--- config.mk ---
export PLATFORM = sky130hd
export DESIGN_NAME = unsigned_to_radix_digits_top
export DESIGN_NICKNAME = d
export VERILOG_FILES = /design/src/sv/u2r_pkg.sv /design/src/sv/u2r_div.sv /design/src/sv/u2r_store.sv /design/src/sv/unsigned_to_radix_digits_top.sv
export SDC_FILE = /design/constraint.sdc
export NUM_CORES = 1
export LEC_CHECK = 0
export BUFFER_PORTS_ARGS = -buffer_cell sky130_fd_sc_hd__buf_2
export CAP_MARGIN = 40
export CELL_PAD_IN_SITES_DETAIL_PLACEMENT = 0
export CELL_PAD_IN_SITES_GLOBAL_PLACEMENT = 1
export CORE_MARGIN = 4
export CORE_UTILIZATION = 57
export DETAILED_ROUTE_END_ITERATION = 16
export PLACE_DENSITY_LB_ADDON = 0.25
export SLEW_MARGIN = 20
export SYNTH_ARGS = -nofsm -noshare
export SYNTH_HDL_FRONTEND = slang
export SYNTH_SLANG_ARGS = --single-unit
--- constraint.sdc ---
create_clock -name clk -period 9.4 [get_ports clk]
set_clock_uncertainty 0.2 [all_clocks]
set_input_delay 0.94 -clock clk [delete_from_list [all_inputs] [get_ports clk]]
set_output_delay 0.94 -clock clk [all_outputs]
set_load 0.02 [all_outputs]
--- src/sv/u2r_pkg.sv ---
// shared types, constants and helpers for the radix digit converter
// no dependencies; imported by every module of the block
package u2r_pkg;

  localparam int VALUE_WIDTH_DEF = 64;
  localparam int VAL_W           = 64;
  localparam int RADIX_W         = 6;
  localparam int DIGIT_W         = 6;
  localparam int CHAR_W          = 7;
  localparam int COUNT_W         = 7;
  localparam int DIGIT_DEPTH     = 64;
  localparam int ADDR_W          = $clog2(DIGIT_DEPTH);

  localparam logic [RADIX_W-1:0] RADIX_MIN      = 6'd2;
  localparam logic [RADIX_W-1:0] RADIX_MAX      = 6'd36;
  localparam logic [DIGIT_W-1:0] DECIMAL_DIGITS = 6'd10;
  localparam logic [CHAR_W-1:0]  CHAR_ZERO      = 7'd48;
  localparam logic [CHAR_W-1:0]  CHAR_LETTER_A  = 7'd65;

  typedef struct packed {
    logic [VAL_W-1:0]   value;
    logic [RADIX_W-1:0] radix;
  } in_word_t;

  typedef struct packed {
    logic [CHAR_W-1:0]  digit_char;
    logic [COUNT_W-1:0] digit_count;
    logic               last;
  } out_word_t;

  // write port of the digit store
  typedef struct packed {
    logic               en;
    logic [ADDR_W-1:0]  addr;
    logic [DIGIT_W-1:0] data;
  } store_wr_t;

  function automatic logic [RADIX_W-1:0] clamp_radix(input logic [RADIX_W-1:0] r);
    logic [RADIX_W-1:0] c;
    c = r;
    if (r < RADIX_MIN) c = RADIX_MIN;
    if (r > RADIX_MAX) c = RADIX_MAX;
    return c;
  endfunction

  function automatic logic [CHAR_W-1:0] digit_to_ascii(input logic [DIGIT_W-1:0] d);
    logic [CHAR_W-1:0] ch;
    if (d < DECIMAL_DIGITS) begin
      ch = CHAR_ZERO + {1'b0, d};
    end else begin
      ch = CHAR_LETTER_A + {1'b0, d - DECIMAL_DIGITS};
    end
    return ch;
  endfunction

endpackage

--- src/sv/u2r_div.sv ---
// bit-serial restoring divider: VALUE_WIDTH-bit dividend by a small radix
// depends on u2r_pkg
module u2r_div import u2r_pkg::*; #(
  parameter int VALUE_WIDTH = VALUE_WIDTH_DEF
) (
  input  logic                   clk,
  input  logic                   rst,
  input  logic                   start,
  input  logic [VALUE_WIDTH-1:0] dividend,
  input  logic [RADIX_W-1:0]     radix,
  output logic                   done,
  output logic [VALUE_WIDTH-1:0] quotient,
  output logic [DIGIT_W-1:0]     remainder
);

  localparam int CNT_W = $clog2(VALUE_WIDTH + 1);

  logic                   run;
  logic [CNT_W-1:0]       cnt;
  logic [VALUE_WIDTH-1:0] quo;
  logic [DIGIT_W-1:0]     rem;
  logic [RADIX_W-1:0]     div_radix;

  logic [DIGIT_W:0]       trial;
  logic                   fits;

  assign trial = {rem, quo[VALUE_WIDTH-1]};
  assign fits  = trial >= {1'b0, div_radix};

  always_ff @(posedge clk) begin
    if (rst) begin
      run  <= 1'b0;
      done <= 1'b0;
    end else begin
      done <= run && (cnt == CNT_W'(1));
      if (start) begin
        run <= 1'b1;
      end else if (run && (cnt == CNT_W'(1))) begin
        run <= 1'b0;
      end
    end
  end

  always_ff @(posedge clk) begin
    if (start) begin
      quo       <= dividend;
      rem       <= '0;
      cnt       <= CNT_W'(VALUE_WIDTH);
      div_radix <= radix;
    end else if (run) begin
      quo <= {quo[VALUE_WIDTH-2:0], fits};
      rem <= fits ? DIGIT_W'(trial - {1'b0, div_radix}) : trial[DIGIT_W-1:0];
      cnt <= cnt - CNT_W'(1);
    end
  end

  assign quotient  = quo;
  assign remainder = rem;

endmodule

--- src/sv/u2r_store.sv ---
// digit store: one write port, one read port with registered read data
// depends on u2r_pkg
module u2r_store import u2r_pkg::*; (
  input  logic               clk,
  input  store_wr_t          wr,
  input  logic               rd_en,
  input  logic [ADDR_W-1:0]  rd_addr,
  output logic [DIGIT_W-1:0] rd_data
);

  logic [DIGIT_W-1:0] mem [DIGIT_DEPTH];

  always_ff @(posedge clk) begin
    if (wr.en) begin
      mem[wr.addr] <= wr.data;
    end
  end

  always_ff @(posedge clk) begin
    if (rd_en) begin
      rd_data <= mem[rd_addr];
    end
  end

endmodule

--- src/sv/unsigned_to_radix_digits_top.sv ---
// unsigned to radix digit converter, top level; uses u2r_pkg, u2r_div, u2r_store
// divide phase: digits are divided out one at a time, least significant first;
//   read phase: one digit word per cycle, most significant first
// one value at a time, paced by the one-bit-per-cycle divider; results
//   cannot be stalled
// reset: synchronous, clears the controller, strobe and stored digit count
module unsigned_to_radix_digits_top import u2r_pkg::*; #(
  parameter int VALUE_WIDTH = VALUE_WIDTH_DEF
) (
  input  logic      clk,
  input  logic      rst,
  input  logic      start,
  output logic      busy,
  input  in_word_t  operand,
  output logic      strobe,
  output out_word_t result
);

  // controller states
  typedef enum logic [2:0] {
    S_IDLE = 3'b001,
    S_DIV  = 3'b010,
    S_READ = 3'b100
  } state_t;

  state_t state, state_next;

  // digit counters
  logic [COUNT_W-1:0] n, n_next;        // digits divided out so far
  logic [COUNT_W-1:0] k, k_next;        // digits read back so far
  logic [COUNT_W-1:0] held, held_next;  // digits in the store

  // clamped radix of the word in flight; the operand may change once accepted
  logic [RADIX_W-1:0] radix_held, radix_held_next;

  // read pipeline, aligned with the store's registered read data
  logic               rd_valid, rd_valid_next;
  logic               rd_last, rd_last_next;
  logic [COUNT_W-1:0] rd_count, rd_count_next;

  logic                   div_start;
  logic [VALUE_WIDTH-1:0] div_dividend;
  logic [RADIX_W-1:0]     div_radix;
  logic                   div_done;
  logic [VALUE_WIDTH-1:0] div_quo;
  logic [DIGIT_W-1:0]     div_rem;

  store_wr_t          st_wr;
  logic               st_rd_en;
  logic [ADDR_W-1:0]  st_rd_addr;
  logic [DIGIT_W-1:0] st_rd_data;
  logic [COUNT_W-1:0] rd_index;

  // divider: one quotient bit per cycle, restarted on its own quotient
  u2r_div #(
    .VALUE_WIDTH(VALUE_WIDTH)
  ) u_div (
    .clk       (clk),
    .rst       (rst),
    .start     (div_start),
    .dividend  (div_dividend),
    .radix     (div_radix),
    .done      (div_done),
    .quotient  (div_quo),
    .remainder (div_rem)
  );

  // remainders land least significant first; writes happen only in the divide
  // phase and reads only after it, so the same entry never overlaps
  u2r_store u_store (
    .clk     (clk),
    .wr      (st_wr),
    .rd_en   (st_rd_en),
    .rd_addr (st_rd_addr),
    .rd_data (st_rd_data)
  );

  assign busy = (state != S_IDLE);

  // most significant digit sits at the highest written entry
  assign rd_index   = held - COUNT_W'(1) - k;
  assign st_rd_addr = rd_index[ADDR_W-1:0];

  always_comb begin
    state_next      = state;
    n_next          = n;
    k_next          = k;
    held_next       = held;
    radix_held_next = radix_held;
    rd_valid_next   = 1'b0;
    rd_last_next    = 1'b0;
    rd_count_next   = rd_count;
    div_start       = 1'b0;
    div_dividend    = div_quo;
    div_radix       = radix_held;
    st_wr.en        = 1'b0;
    st_wr.addr      = n[ADDR_W-1:0];
    st_wr.data      = div_rem;
    st_rd_en        = 1'b0;

    unique case (state)
      S_IDLE: begin
        if (start) begin
          // high bits above the configured width are dropped
          div_dividend    = operand.value[VALUE_WIDTH-1:0];
          div_radix       = clamp_radix(operand.radix);
          radix_held_next = clamp_radix(operand.radix);
          div_start       = 1'b1;
          n_next          = '0;
          state_next      = S_DIV;
        end
      end
      S_DIV: begin
        if (div_done) begin
          st_wr.en = 1'b1;
          n_next   = n + COUNT_W'(1);
          if ((div_quo == '0) || (n == COUNT_W'(DIGIT_DEPTH - 1))) begin
            held_next  = n + COUNT_W'(1);
            k_next     = '0;
            state_next = S_READ;
          end else begin
            // keep dividing the quotient
            div_start = 1'b1;
          end
        end
      end
      S_READ: begin
        st_rd_en      = 1'b1;
        rd_valid_next = 1'b1;
        rd_count_next = held;
        rd_last_next  = (k == held - COUNT_W'(1));
        k_next        = k + COUNT_W'(1);
        if (k == held - COUNT_W'(1)) begin
          state_next = S_IDLE;
        end
      end
      default: begin
        state_next = S_IDLE;
      end
    endcase
  end

  always_ff @(posedge clk) begin
    if (rst) begin
      state    <= S_IDLE;
      held     <= '0;
      rd_valid <= 1'b0;
    end else begin
      state    <= state_next;
      held     <= held_next;
      rd_valid <= rd_valid_next;
    end
  end

  always_ff @(posedge clk) begin
    n          <= n_next;
    k          <= k_next;
    radix_held <= radix_held_next;
    rd_last    <= rd_last_next;
    rd_count   <= rd_count_next;
  end

  // result word comes straight off the store's read register
  assign strobe             = rd_valid;
  assign result.digit_char  = digit_to_ascii(st_rd_data);
  assign result.digit_count = rd_count;
  assign result.last        = rd_last;

endmodule
==> key figures, run 1 <==
Timing
  • Max Slew Vio Count: 0
  • Worst slew pin tran: 0.8150 ns
  • Relative slew slack: 45.67%
  • Final period util: 46.45%
  • Fin crit period: ~4.4 ns
  • Final Hold Vio Count: 0
  • Setup TNS: 0 ns
  • Max Clk Rate: 229.0 MHz
  • RSZ-0062 raised after global routing: no
  • Setup-failing EPs final: 0

Worst setup path
  • Crit Path Class: reg -> reg
  • R2r startpoint: held[0]$_SDFFE_PP0P_
  • Slowest CP cell: fa_4
  • Crit end category: flip-flop
  • Critical path startpoint category: flip-flop
  • Max Fanout on Critical Path: 51
  • R2R Path End: u_store.rd_data[3]$_DFFE_PP_
  • Reg2Reg Depth: 11
  • CP Data Arrival Time: approximately 4.5 ns
  • Crit-path cells: inv_1 > ha_1 > inv_1 > fa_4 > buf_4 > buf_16 > mux4_2 > nand3_1 > nand4_1 > a22oi_1 > nand2_1
  • Worst path max stage delay: 1.11 ns
  • CP dominant cell by count: inv_1
  • Critical Path RT: 9.51 ns
  • Worst reg2reg setup slack: 5.03 ns

Yosys
  • Largest family of logic cells by synthesized area: multiplexers
  • Synth Flop Type: edfxtp_1
  • Synth Area in Compound Gates: 2.205%
  • Syn nets: between 1k and 1.5k
  • Syn Std Cell Area: approximately 22,000 um2
  • Synth top area cells: edfxtp_1 67%, mux4_2 10%, mux2_4 4.4%
  • Synth Area in XOR/XNOR: 1.489%
  • Sequential cell area fraction in the yosys report: 69.68%
  • Library cells used by synthesis: 56
  • Adder-Cell Fraction of Synth Area: 1.385%
  • #FFs+latches synth: just over 500
  • Largest area contributor in the netlist: edfxtp_1
  • Mux contribution to synthesized area: 15.04%
  • Post-synth EDFFs: 481
  • Ys async rst share: 0%
  • Synth Area per Inst: 17.06 um2
  • Top cell type's share of synthesized area: roughly 67%
  • Simple-Gate Fraction of Synth Area: 8.104%
  • Post-Syn Instances: ~1.3k
  • Synthesis Warnings: 0

Floorplan
  • Die width: 203.0 um
  • I/O pin cnt: 90
  • Starting Density: 57.69%
  • Core box area: between 30,000 and 40,000 um2
  • Die Span Y: slightly above 200 um
  • Cell Rows: 71
  • DIE AREA: slightly above 40,000 um2

Place
  • Gp weighted congestion: 0.7762
  • Final HPWL DP: 28,200 um
  • Placed Instance Area: about 23,000 um2
  • Port Buf Inserts: approximately 90
  • Cell count after placement: approximately 1.8k

Power and ir drop
  • Combinational fraction of design power: 7.3%
  • PwrDens: 208.5 nW/um2
  • Clock Power Share: approximately two fifths
  • Leak: 8.364 nW
  • Sequential share of power: 54.1%
  • P_int: between 3 and 4 mW
  • Worst VDD drop: around 0.00014 V
  • Sw Share: 21.80%
  • Final Power: 5.080 mW
  • Switch Pwr: 1.107 mW

Route
  • Top layer in use: met4
  • Met3 routed WL: 3033 um
  • Vias: between 10k and 15k
  • M1 WL: 19,020 um
  • Via-to-Cell Ratio: 5.975
  • Avg WL per Cell: 23.47 um
  • Pre-antenna DRT Iters: 5
  • DRC Markers: 0
  • DR WL met2: 22,060 um
  • WL final: 45,110 um
  • Routed Antenna Nets: 0
  • DR iter-0 viols: 979

GRT
  • Total grt overflow: 0
  • Gr usage total: between 20% and 30%
  • Largest net degree at the start of global routing: 67
  • Global-route wire length before repair: 70,320 um
  • Vias in the first global route: approximately 12k
  • Initial antenna violation count: 0

Clocking
  • CTS max path bufs: 3
  • H-tree Lvls: 2
  • Root buffer cell: clkbuf_16
  • Total CTS buffers: 51
  • Skew-Pair Late Insertion Delay: 0.57 ns
  • Sink Count: 514
  • Clk pin slew, worst setup/hold paths: 0.06 ns
  • Post-cts sizing count: 0
  • CTS hold repair buffers: 0
  • Post-CTS Setup Bufs: 0
  • CTS tree: done

Finish
  • Share of cells above drive strength 1: 26.29%
  • Design area: 24,370 um2
  • Finished Layout Cells: 1,922
  • Nets: 1,466
  • Synth-to-Final Area Change: 12.40%
  • N_diodes: 0

Hold path
  • End of the worst hold path: radix_held[1]$_DFF_P_
  • Hold Crit Class: reg -> reg
  • Worst hold stages: 2
  • Hold Path Origin: radix_held[1]$_DFF_P_

Job
  • Max Cap Viol: 0

Status
  • Outcome: finished, final reports clean
## state kept, by name, summed over array words and instances (netlist names)
name,cells
rd_last,1
rd_count,7
u_div.remainder,6
u_div.div_radix,6
u_div.done,1
u_store.rd_data,6
held,7
u_div.quotient,64
u_div.cnt,7
radix_held,6
strobe,1
u_store.mem,384
k,7
n,7
state,3
u_div.run,1
## routing by layer
metal | GRT usage [%] | up-vias
met4 | 6.360 | 0
met2 | 36.21 | 419
met5 | 0 | -
met1 | 30.99 | 5805
met3 | 4.584 | 64
li1 | - | 5196
## synth_stat cells (10+ instances only)
library cell  instances
a21oi_1              19
buf_1                10
dfxtp_1              33
nor3_1               10
buf_2                19
inv_1                29
nand2_1              41
o21ai_0              21
mux4_2               96
edfxtp_1            481
nor4_1               17
xor2_1               13
a22oi_1              11
xnor2_1              22
mux2i_1              14
mux2_4               63
nand4_1              26
nor2_1              109
nand3_1             101
clkbuf_1             27
ha_1                 20
## logic make-up (layout without fill, tap and decap cells)
group                    after synthesis  after routing
flip-flops                           514            514
AND/OR/NAND/NOR                      355            355
multiplexers                         174            174
buffers and inverters                 96            236
AO/OA/AOI/OAI                         73             73
XOR/XNOR                              36             36
adder cells (fa/ha/maj)               23             23
## layout by cell type, fill, tap and decap left out, types with 3 or more instances in the layout
cell type / count
dfxtp_2: 6
clkinv_1: 18
clkbuf_16: 53
and2_1: 7
clkbuf_1: 5
a211oi_1: 3
nand3b_1: 4
buf_16: 3
mux4_2: 96
bufinv_16: 3
a22oi_1: 11
o21ai_0: 21
nand3_1: 101
nor4_1: 17
dfxtp_1: 27
inv_1: 29
xnor2_1: 20
a21oi_1: 19
or3_1: 8
nand2_1: 41
nand2b_1: 9
o21a_1: 3
nor2b_1: 4
clkbuf_8: 4
and3_1: 5
nor2_1: 109
buf_4: 16
edfxtp_1: 481
mux2_4: 63
nor3_1: 10
xor2_1: 12
mux2i_1: 14
buf_2: 93
nand4_1: 26
clkinv_2: 8
ha_1: 19
nor3b_1: 4
## metrics by stage
step | util, % | hold slack [ns] | worst slack (ns)
finish | 64.84 | 0.2746 | 5.034
global route | 64.84 | 0.3079 | 4.864
CTS | 64.79 | 0.2742 | 5.008
detailed placement | 60.49 | 0.2570 | 5.017
global placement | 60.17 | 0.2457 | 4.843
floorplan | - | 0.2266 | 5.854
## critical path: cells and delay by family (launching register included)
kind	cells	cell delay, ns
buffers and inverters	4	0.82
adder cells (fa/ha/maj)	2	1.38
multiplexers	1	0.37
AO/OA/AOI/OAI	1	0.44
flip-flops	1	0.44
AND/OR/NAND/NOR	3	0.38
## power groups by stage
stage / Sequential (mW) / Clock, mW / Combinational (mW)
final: 2.75 / 1.96 / 0.373
after global routing: 2.76 / 2.10 / 0.413
after CTS: 2.75 / 1.99 / 0.377
after detailed placement: 2.80 / 0 / 0.378
after global placement: 2.81 / 0 / 0.347
after floorplan: 2.83 / 0 / 0.211
## worst max-delay path by stage
stage                                      start                      endpoint  slack, ns
global route                held[0]$_SDFFE_PP0P_  u_store.rd_data[3]$_DFFE_PP_       4.86
global placement            held[0]$_SDFFE_PP0P_  u_store.rd_data[3]$_DFFE_PP_       4.84
floorplan           u_div.quotient[46]$_DFFE_PP_   u_div.quotient[0]$_DFFE_PP_       5.85
finish                      held[0]$_SDFFE_PP0P_  u_store.rd_data[3]$_DFFE_PP_       5.03
CTS                         held[0]$_SDFFE_PP0P_  u_store.rd_data[3]$_DFFE_PP_       5.01
detailed placement          held[0]$_SDFFE_PP0P_  u_store.rd_data[3]$_DFFE_PP_       5.02
## area by class of cell
| type | count | area [um2] |
|---|---|---|
| clock buffers | 62 | 1400 |
| clock inverters | 31 | 214.0 |
| fillers | 2658 | 13210 |
| inverters | 29 | 108.9 |
| multi-input cells | 661 | 6183 |
| flip-flops and latches | 514 | 15110 |
| well taps | 511 | 639.4 |
| repair buffers | 114 | 708.2 |
Note: power is estimated with default switching activity, not from simulation.
==> run 2, diff against run 1 <==
--- a/config.mk
+++ b/config.mk
@@ -5,12 +5,13 @@
 export SDC_FILE = /design/constraint.sdc
 export NUM_CORES = 1
 export LEC_CHECK = 0
+export ABC_AREA = 1
 export BUFFER_PORTS_ARGS = -buffer_cell sky130_fd_sc_hd__buf_2
 export CAP_MARGIN = 40
 export CELL_PAD_IN_SITES_DETAIL_PLACEMENT = 0
 export CELL_PAD_IN_SITES_GLOBAL_PLACEMENT = 1
 export CORE_MARGIN = 4
-export CORE_UTILIZATION = 57
+export CORE_UTILIZATION = 44
 export DETAILED_ROUTE_END_ITERATION = 16
 export PLACE_DENSITY_LB_ADDON = 0.25
 export SLEW_MARGIN = 20
==> constraint.sdc (replaced) <==
create_clock -name clk -period 3.6 [get_ports clk]
set_clock_uncertainty 0.2 [all_clocks]
set_input_delay 0.36 -clock clk [delete_from_list [all_inputs] [get_ports clk]]
set_output_delay 0.36 -clock clk [all_outputs]
set_load 0.02 [all_outputs]
==> key figures, run 2 <==
Worst setup path
  • Critical path startpoint category: flip-flop
  • Max Fanout on Critical Path: 60
  • R2R Path End: u_store.rd_data[5]$_DFFE_PP_
  • Crit end category: flip-flop
  • Crit. Startpoint: held[0]$_SDFFE_PP0P_
  • Critical path depth: 15
  • WP buf/inv: 4
  • Critical Path RT: 3.75 ns
  • Kind of cell adding the most delay to the critical path: adder cells
  • R2r startpoint: held[0]$_SDFFE_PP0P_
  • Slowest CP cell: fa_4
  • Worst reg2reg setup slack: 0.36 ns
  • Reg2Reg Depth: 15
  • CP Data Arrival Time: 3.40 ns
  • CP dominant cell by count: nand2_1
  • Crit Path Class: reg -> reg
  • Worst path max stage delay: 0.69 ns
  • Crit-path cells: inv_1 > ha_1 > inv_1 > fa_4 > inv_2 > buf_12 > nor2_1 > o21ai_1 > nand2_1 > nand2_1 > nand3_1 > nand3_1 > nand2_1 > nand2_1 > nand2_1

Yosys
  • #FFs+latches synth: around 510
  • Synth Flop Type: edfxtp_1
  • Synthesis Warnings: 0
  • Syn nets: 2,329
  • Most common cell in the synthesized netlist: nand2_1
  • Post-Syn Instances: ~2.2k
  • Synth Area per Inst: 10.13 um2
  • Sequential cell area fraction in the yosys report: 66.77%
  • Most common library cells after synthesis: 690 x nand2_1, 481 x edfxtp_1, 436 x nor2_1, 129 x o21ai_0, 85 x inv_1
  • Post-synth EDFFs: about 480
  • Ys async rst share: 0%
  • Largest area contributor in the netlist: edfxtp_1
  • Synth top area cells: edfxtp_1 64%, nand2_1 11%, nor2_1 7.2%
  • Syn Std Cell Area: 22,620 um2
  • Library cells used by synthesis: 37
  • Top cell type's share of synthesized area: 63.85%

Floorplan
  • Die width: between 200 and 250 um
  • I/O pin cnt: 90
  • DIE AREA: around 55,000 um2
  • Cell Rows: 82
  • Core box area: 50,480 um2
  • Die Span Y: 234.8 um
  • Starting Density: 44.82%

Hold path
  • Hold Crit Class: reg -> reg
  • Worst hold stages: 2
  • End of the worst hold path: radix_held[5]$_DFF_P_
  • Hold Path Origin: radix_held[5]$_DFF_P_

Timing
  • RSZ-0062 raised after global routing: no
  • Worst slew pin tran: 0.8173 ns
  • Fin crit period: roughly 3.2 ns
  • Final Hold Vio Count: 0
  • Max Clk Rate: 308.5 MHz
  • Setup-failing EPs final: 0
  • Relative slew slack: between 40% and 50%
  • Max Slew Vio Count: 0
  • Setup TNS: 0 ns
  • Final period util: 90.03%

Finish
  • Finished Core Util: 52.73%
  • Synth-to-Final Area Change: 17.66%
  • Share of cells above drive strength 1: a little over a tenth
  • Filler Cell Count: 4,507
  • Design area: 26,620 um2
  • Biggest register: u_store.mem
  • Most common cell after layout, fill and taps aside: nand2_1
  • Max reg flops: 384
  • Finished Layout Cells: 3,140
  • N_diodes: 0
  • Nets: 2,524
  • Most frequent cells in the layout: 690 x nand2_1, 481 x edfxtp_1, 436 x nor2_1, 128 x o21ai_0, 90 x buf_2

Route
  • Routed Antenna Nets: 0
  • DR iter-0 viols: between 1k and 1.5k
  • Vias: 15.84k
  • WL final: 55,560 um
  • Via-to-Cell Ratio: 5.043
  • DRC Markers: 0
  • Pre-antenna DRT Iters: 6
  • Avg WL per Cell: 17.69 um

GRT
  • Initial antenna violation count: 0
  • Vias in the first global route: 15.52k
  • Global-route wire length before repair: 87,190 um
  • Largest net degree at the start of global routing: 118
  • Total grt overflow: 0
  • Gr usage total: 19.77%

Place
  • Cell count after placement: 2,961
  • Port Buf Inserts: 89
  • Gp weighted congestion: 0.8329
  • Placed Instance Area: approximately 24,000 um2
  • Final HPWL DP: approximately 34,000 um

Clocking
  • Sink Count: 514
  • H-tree Lvls: 2
  • Clk pin slew, worst setup/hold paths: 0.06 ns
  • Skew-Pair Late Insertion Delay: about 0.6 ns
  • Post-CTS Setup Bufs: 0
  • Root buffer cell: clkbuf_16
  • Total CTS buffers: 56
  • CTS tree: done
  • CTS max path bufs: 3

Power and ir drop
  • Leak: 10.42 nW
  • PwrDens: around 550 nW/um2
  • Worst VDD drop: 0.0005366 V

Job
  • Max Cap Viol: 0

Status
  • Outcome: finished, final reports clean
## run 2: area by class of cell
cell class | instances | area [um2] | area share [%]
sequential | 514 | 15110 | 56.77
multi-input combinational | 1524 | 6625 | 24.89
timing repair buffer | 237 | 1947 | 7.314
clock buffer | 65 | 1456 | 5.471
tap | 672 | 840.8 | 3.159
inverter | 96 | 365.4 | 1.373
clock inverter | 32 | 271.5 | 1.020
## run 2: kinds of logic after synthesis
| logic type | count (synthesis) | share of synthesized area, % |
|---|---|---|
| XOR/XNOR | 26 | 1.040 |
| AND/OR/NAND/NOR | 1252 | 21.74 |
| AO/OA/AOI/OAI | 224 | 5.033 |
| buffers and inverters | 196 | 4.137 |
| flip-flops | 514 | 66.77 |
| adder cells (fa/ha/maj) | 22 | 1.283 |
## run 2: through the flow
stage | setup WS, ns | hold WS, ns | total power, mW
global route | 0.1350 | 0.3121 | 15.28
detailed placement | 0.3558 | 0.2638 | 9.116
CTS | 0.3422 | 0.2911 | 14.65
global placement | 0.3957 | 0.2548 | 9.081
finish | 0.3589 | 0.2856 | 14.65
floorplan | 0.05251 | 0.2291 | 8.471
## run 2: worst max path at each step
stage / endpoint / slack, ns
2_1_floorplan: u_div.quotient[0]$_DFFE_PP_ / 0.05
3_3_place_gp: u_store.rd_data[5]$_DFFE_PP_ / 0.40
3_5_place_dp: u_store.rd_data[5]$_DFFE_PP_ / 0.36
4_1_cts: u_store.rd_data[5]$_DFFE_PP_ / 0.34
5_1_grt: u_store.rd_data[1]$_DFFE_PP_ / 0.14
6_report: u_store.rd_data[5]$_DFFE_PP_ / 0.36
## run 2: worst register-to-register path: stages, from the launching register on
cell and delay, ns:
dfxtp_1 0.43, inv_1 0.07, ha_1 0.29, inv_1 0.10, fa_4 0.69, inv_2 0.14, buf_12 0.27, nor2_1 0.11
o21ai_1 0.08, nand2_1 0.06, nand2_1 0.06, nand3_1 0.14, nand3_1 0.16, nand2_1 0.07, nand2_1 0.07, nand2_1 0.05
## run 2: what timing repair did
item	CTS	global route
hold buffers	77	0
gates resized for setup	0	0
hold endpoints to repair	82	0
## run 2: per-layer routing
layer	share of wire (%)	wire, um	vias to the layer above	GRT usage [%]
met4	2.7	1500	0	6.284
li1	-	-	7849	-
met3	5.3	2950	89	3.096
met2	47	26370	403	32.58
met1	45	24740	7494	27.18
met5	0	0	-	0
## run 2: power by group
group	total [mW]	switching (mW)	internal (mW)
Sequential	7.44	0.135	7.31
Combinational	1.73	1.20	0.534
Clock	5.47	2.26	3.21
